**src/rtl/hvs_pkg.sv**
```systemverilog
// ----------------------------------------------------------------------------
// hvs_pkg: shared types and constants of the hypergeometric sampler
// Field widths, status and register codes, controller states and the
// control word that the controller sends to every cell of the chain.
// ----------------------------------------------------------------------------
package hvs_pkg;

  // fixed field widths
  localparam int CFG_W     = 6;
  localparam int REG_IDX_W = 2;
  localparam int UNI_W     = 32;
  localparam int VAR_W     = 6;
  localparam int STAT_W    = 2;
  // digit width of the multi-cycle uniform times total product
  localparam int DIG_W     = 16;

  // register indexes
  localparam logic [REG_IDX_W-1:0] REG_POP  = 2'd0;
  localparam logic [REG_IDX_W-1:0] REG_SUCC = 2'd1;
  localparam logic [REG_IDX_W-1:0] REG_DRAW = 2'd2;

  // request functions
  localparam logic FUNC_PREP = 1'b0;
  localparam logic FUNC_DRAW = 1'b1;

  // result status codes
  localparam logic [STAT_W-1:0] STAT_OK       = 2'd0;
  localparam logic [STAT_W-1:0] STAT_BAD_CFG  = 2'd1;
  localparam logic [STAT_W-1:0] STAT_NO_TABLE = 2'd2;

  // controller states
  typedef enum logic [2:0] {
    ST_IDLE,
    ST_PASCAL,
    ST_MUL,
    ST_COPY,
    ST_PSUM,
    ST_PROD,
    ST_SCAN
  } state_t;

  // per-cycle operation of every cell
  typedef enum logic [2:0] {
    CELL_HOLD,
    CELL_INIT,
    CELL_PASCAL,
    CELL_MUL,
    CELL_COPY,
    CELL_PSUM,
    CELL_ROT
  } cell_op_t;

  typedef struct packed {
    cell_op_t op;
    logic     grow_a;
    logic     grow_b;
  } cell_ctrl_t;

  // bits needed for the largest central binomial C(m, m/2)
  function automatic int binom_width(input int m);
    longint unsigned row [0:63];
    int              w;
    for (int j = 0; j < 64; j++) begin
      row[j] = 0;
    end
    row[0] = 1;
    for (int r = 1; r <= m; r++) begin
      for (int j = r; j >= 1; j--) begin
        row[j] = row[j] + row[j-1];
      end
    end
    w = $clog2(row[m >> 1] + 1);
    return w;
  endfunction

endpackage

```
**src/rtl/hvs_cell.sv**
```systemverilog
// ----------------------------------------------------------------------------
// hvs_cell: one cell of the table chain
// Holds two binomial coefficients and one cumulative table entry. Builds
// Pascal rows with its neighbors, multiplies its two coefficients bit by
// bit, forms a running prefix sum and rotates its entry around the ring.
// ----------------------------------------------------------------------------
module hvs_cell #(
  parameter int EntW = 30
) (
  input  logic               clk,
  input  hvs_pkg::cell_ctrl_t ctrl,
  input  logic               seed_pa,
  input  logic               seed_pb,
  input  logic [EntW-1:0]    pa_left,
  input  logic [EntW-1:0]    pb_right,
  input  logic [EntW-1:0]    ent_left,
  input  logic [EntW-1:0]    ent_right,
  output logic [EntW-1:0]    pa,
  output logic [EntW-1:0]    pb,
  output logic [EntW-1:0]    ent
);
  import hvs_pkg::*;

  // cell datapath, one operation per cycle
  always_ff @(posedge clk) begin
    unique case (ctrl.op)
      CELL_HOLD: begin
      end
      CELL_INIT: begin
        pa  <= EntW'(seed_pa);
        pb  <= EntW'(seed_pb);
        ent <= '0;
      end
      CELL_PASCAL: begin
        // forward row from the left, reversed row from the right
        if (ctrl.grow_a) begin
          pa <= pa + pa_left;
        end
        if (ctrl.grow_b) begin
          pb <= pb + pb_right;
        end
      end
      CELL_MUL: begin
        // shift-add multiply, product stays below 2^EntW
        if (pb[0]) begin
          ent <= ent + pa;
        end
        pa <= pa << 1;
        pb <= pb >> 1;
      end
      CELL_COPY: begin
        pa <= ent;
      end
      CELL_PSUM: begin
        ent <= pa + ent_left;
      end
      CELL_ROT: begin
        ent <= ent_right;
      end
      default: begin
      end
    endcase
  end

endmodule

```
**config.mk**
```make
export PLATFORM = sky130hd
export DESIGN_NAME = hvs_cell
export DESIGN_NICKNAME = d
export VERILOG_FILES = /design/src/rtl/hvs_pkg.sv /design/src/rtl/hvs_cell.sv
export SDC_FILE = /design/constraint.sdc
export NUM_CORES = 1
export LEC_CHECK = 0
export BUFFER_PORTS_ARGS = -buffer_cell sky130_fd_sc_hd__buf_2
export CAP_MARGIN = 10
export CORE_MARGIN = 4
export CORE_UTILIZATION = 45
export DETAILED_ROUTE_END_ITERATION = 8
export PLACE_DENSITY = 0.73
export REMOVE_ABC_BUFFERS = 1
export SETUP_SLACK_MARGIN = 0.2
export SLEW_MARGIN = 20
export SYNTH_ARGS = -nofsm -noshare
export SYNTH_HDL_FRONTEND = slang
export SYNTH_SLANG_ARGS = --single-unit
export TNS_END_PERCENT = 30
```
**constraint.sdc**
```tcl
create_clock -name clk -period 4.76 [get_ports clk]
set_clock_uncertainty 0.15 [all_clocks]
set_input_delay 0.476 -clock clk [delete_from_list [all_inputs] [get_ports clk]]
set_output_delay 0.476 -clock clk [all_outputs]
set_load 0.02 [all_outputs]
```
==> metrics.md <==
| Metric | Value |
|---|---|
| Fin. max-slew vios | 0 |
| Die area | ~22000 µm² |
| Reg power frac | 34.5% |
| Post-Synthesis Cells | roughly 1000 |
| Initial antenna violation count | 0 |
| HPWL Detailed | between 20000 and 25000 µm |
| Worst-path maximum fanout | 11 |
| Worst Tran Pin Value | about 960 ps |
| Pwr Density | ~290 nW/µm² |
| Syn_area_per_cell | ~8.6 µm² |
| Mapped Area | slightly below 9000 µm² |
| Logic pwr share | 43.6% |
| Largest net degree at the start of global routing | 65 |
| Bufs and invs on worst path | 1 |
| Reg2reg path depth | 12 |
| Slew headroom | 36.11% |
| Worst EP arrival | around 4100 ps |
| Worst hold stages | 3 |
| Postcts setup bufs | 0 |
| Post-Synth XOR/XNOR Area | 7.871% |
| Worst hold path class | in2reg |
| Clock Latency Late Sink | between 300 and 400 ps |
| Reg clk slew, reported paths | about 60 ps |
| Hold Slack | 247.1 ps |
| Clock Sinks | 90 |
| TritonCTS clock tree | done |
| Top cell by count, worst path | nand2_1 |
| Adder-cell area share of the yosys netlist | around 14% |
| # Max-Cap Violations | 0 |
| Worst path slowest cell | fa_1 |
| Warnings from Yosys | 0 |
| Antenna Nets Post-Route | 0 |
| Pint | about 1.9 mW |
| Setup violators final | 0 |
| Die span in x | 147.8 µm |
| Status | complete, no violations |
| Design Power | 3.037 mW |
| Top FF cell, synth | edfxtp_1 |
| Fin crit share | between 80% and 90% |
| Initial core utilization | between 40 and 50% |
| Clock power share | 21.9% |
| Leakage | between 4 and 5 nW |
| CP Cell Sequence | buf_2, nor2b_2, nand2_1, mux2_2, ha_1, fa_1, nand3_1, nand2_1, a41oi_1, o31ai_1, a21oi_1, o21ai_1, a31oi_1, xor2_1, o21ai_0 |
| Setup crit start kind | input port |
| Distinct cells, synth | 58 |
| Routability congestion estimate | a little under 1 |
| Final worst path period need | about 4200 ps |
| Asr flop ratio synth | 0% |
| Crit path max-delay family | compound AO/OA/AOI/OAI gates |
| Synth Area in Simple Gates | around 14% |
| FP Rows | 50 |
| Number of synthesized flops with an enable pin | 90 |
| Routed len/inst | around 19 µm |
| Vias per inst | 5.863 |
| Sw Pwr | ~1.2 mW |
| TritonCTS buffer count | 9 |
| Port buffer count | 217 |
| Nets | between 1000 and 1500 |
| Synth Area in Compound Gates | about a quarter |
| Initial drt markers | about 700 |
| Gr usage total | about a quarter |
| CP max stage delay | ~440 ps |
| First-pass DRT Iterations | 5 |
| Grt ovf | 0 |
| Mux cell area share after synthesis | around 4.2% |
| Final hold viol count | 0 |
| Data required, critical path | around 4700 ps |
| Crit. path cell count | 15 |
| Vias in the first global route | roughly 8300 |
| Post-synthesis sequential area ratio | between 30% and 40% |
| Fmax | 238.1 MHz |
| Seq cells post-synth | 90 |
| Fillers | between 1500 and 2000 |
| Maximum vdd ir drop | ~0.00018 V |
| H-tree Lvls | 3 |
| Net Sw Frac | approximately 39% |
| Unrepaired setup endpoints after global routing | no |
| First-pass GRT wire length | around 45000 µm |
| Layout cells sized above 1 | between 20% and 30% |
| Multi-input gate area | approximately 5800 µm² |
| DRT Wirelength | 28500 µm |
| Clk buf depth | 2 |
| Main combinational cell family by area after synthesis | compound AO/OA/AOI/OAI gates |
| Crit. End Element | flip-flop |
| Synth-to-Final Area Change | 18.47% |
| Crit Path Class | in2reg |
| Core ar. | 18960 µm² |
| Reg area | about 2700 µm² |
| Die Y | roughly 150 µm |
| DRC | 0 |
| CTS root buf | clkbuf_16 |
| Vias | roughly 8700 |
| Num ports | about 220 |
-- final cells by class --
cell class / count / area share (%)
diodes: 1 / 0.02403
clock buffers: 13 / 2.307
clock inverters: 2 / 0.1442
inverters: 28 / 1.009
multi-input cells: 854 / 55.96
flip-flops and latches: 90 / 25.95
well taps: 260 / 3.123
repair buffers: 230 / 11.48
-- worst min-delay path: stages --
cell	delay, ps
buf_2	70
nand2_1	30
o21ai_0	50
-- cell usage after synthesis, types with 5 or more instances --
cell | number | area share (%)
xor2_1 | 29 | 2.9
nand3_1 | 22 | 1.3
o21a_1 | 6 | 0.51
a31oi_1 | 9 | 0.64
o21ai_0 | 106 | 6.0
o21bai_1 | 16 | 1.4
ha_1 | 93 | 13
a21o_1 | 35 | 3.0
a22o_1 | 5 | 0.50
nor2_1 | 68 | 2.9
and3_1 | 6 | 0.43
a211o_1 | 6 | 0.60
and2_1 | 5 | 0.36
or3_1 | 7 | 0.50
xnor2_1 | 50 | 5.0
a211oi_1 | 9 | 0.77
nand4_1 | 11 | 0.78
nand2_1 | 117 | 5.0
o31ai_1 | 8 | 0.68
edfxtp_1 | 90 | 31
nand2b_1 | 7 | 0.50
nor2b_1 | 13 | 0.93
o21ai_1 | 5 | 0.28
a21oi_1 | 105 | 6.0
inv_1 | 28 | 1.2
a41oi_1 | 5 | 0.50
mux2_2 | 29 | 3.7
a22oi_1 | 26 | 2.2
nor3_1 | 11 | 0.63
clkbuf_1 | 39 | 1.7
-- worst paths after layout --
check,startpoint,to,slack (ps)
setup / recovery,ctrl[4],ent[22]$_DFFE_PP_,560
hold / removal,ent_right[17],ent[17]$_DFFE_PP_,250
hold reg to reg,pb[24]$_DFFE_PP_,pb[23]$_DFFE_PP_,440
setup reg to reg,pa[0]$_DFFE_PP_,pa[26]$_DFFE_PP_,850
-- placed cells by master (no fill, tap or decap), types with 3 or more instances in the layout --
| master | instances |
|---|---|
| edfxtp_1 | 90 |
| buf_2 | 217 |
| nand2_1 | 117 |
| nor2b_1 | 11 |
| o211ai_1 | 4 |
| nand4_1 | 11 |
| a211oi_1 | 9 |
| a41oi_1 | 5 |
| o221ai_1 | 4 |
| a22oi_1 | 26 |
| xnor2_1 | 50 |
| o21ai_0 | 105 |
| and2_1 | 5 |
| fa_1 | 3 |
| xor2_1 | 29 |
| o21a_1 | 6 |
| clkbuf_1 | 4 |
| mux2_2 | 29 |
| or3_1 | 7 |
| a21o_1 | 35 |
| o21bai_1 | 15 |
| o31ai_1 | 8 |
| ha_1 | 93 |
| mux2i_1 | 4 |
| nor3b_1 | 3 |
| nand2b_1 | 6 |
| inv_1 | 28 |
| a22o_1 | 5 |
| nor3_1 | 11 |
| a21oi_1 | 105 |
| clkbuf_16 | 9 |
| and3_1 | 6 |
| o21ai_1 | 6 |
| nand3_1 | 22 |
| nor2_1 | 66 |
| buf_4 | 12 |
| a31oi_1 | 9 |
| a211o_1 | 6 |
-- state kept, by name (all words and copies together), names as in the netlist --
name  cells
pa       30
ent      30
pb       30
-- stage by stage --
step | setup WS [ps] | setup TNS, ps | utilization [%] | instance area (µm²) | instances
3_5_place_dp | 127.3 | 0 | 53.57 | 10150 | 1462
2_1_floorplan | -354.1 | -2539 | - | 8620 | 972
5_1_grt | 283.9 | 0 | 54.93 | 10410 | 1477
4_1_cts | 474.0 | 0 | 54.92 | 10410 | 1477
3_3_place_gp | 294.5 | 0 | 53.57 | 10150 | 1462
6_report | 559.6 | 0 | 54.94 | 10420 | 1478
-- per-layer routing --
metal | vias to the layer above | global-route usage (%) | part of all wire [%]
li1 | 4198 | - | -
met1 | 4016 | 34.51 | 43
met2 | 414 | 42.35 | 47
met3 | 37 | 4.721 | 8.4
met4 | 0 | 5.918 | 1.4
met5 | - | 0 | 0
-- cell families (layout without fill, tap and decap cells) --
group,Yosys count,count (layout)
flops,90,90
buf+inv,73,273
fa+ha+maj,96,96
other cells,0,1
simple gates,274,274
mux,33,33
xor+xnor,79,79
compound gates,372,372
-- repair_timing --
item / in CTS / in global routing
gates resized for setup: 0 / 1
hold buffers: 0 / 0
endpoints found under the setup margin: 0 / 2
-- power groups by stage --
| stage | clock network [mW] | registers (mW) | logic [mW] |
|---|---|---|---|
| final | 0.667 | 1.05 | 1.32 |
| after global placement | 0 | 1.06 | 1.28 |
| after global routing | 0.719 | 1.05 | 1.46 |
| after CTS | 0.683 | 1.04 | 1.31 |
| after detailed placement | 0 | 1.06 | 1.30 |
| after floorplan | 0 | 1.12 | 0.846 |
Power figures use the tool's default switching activity.
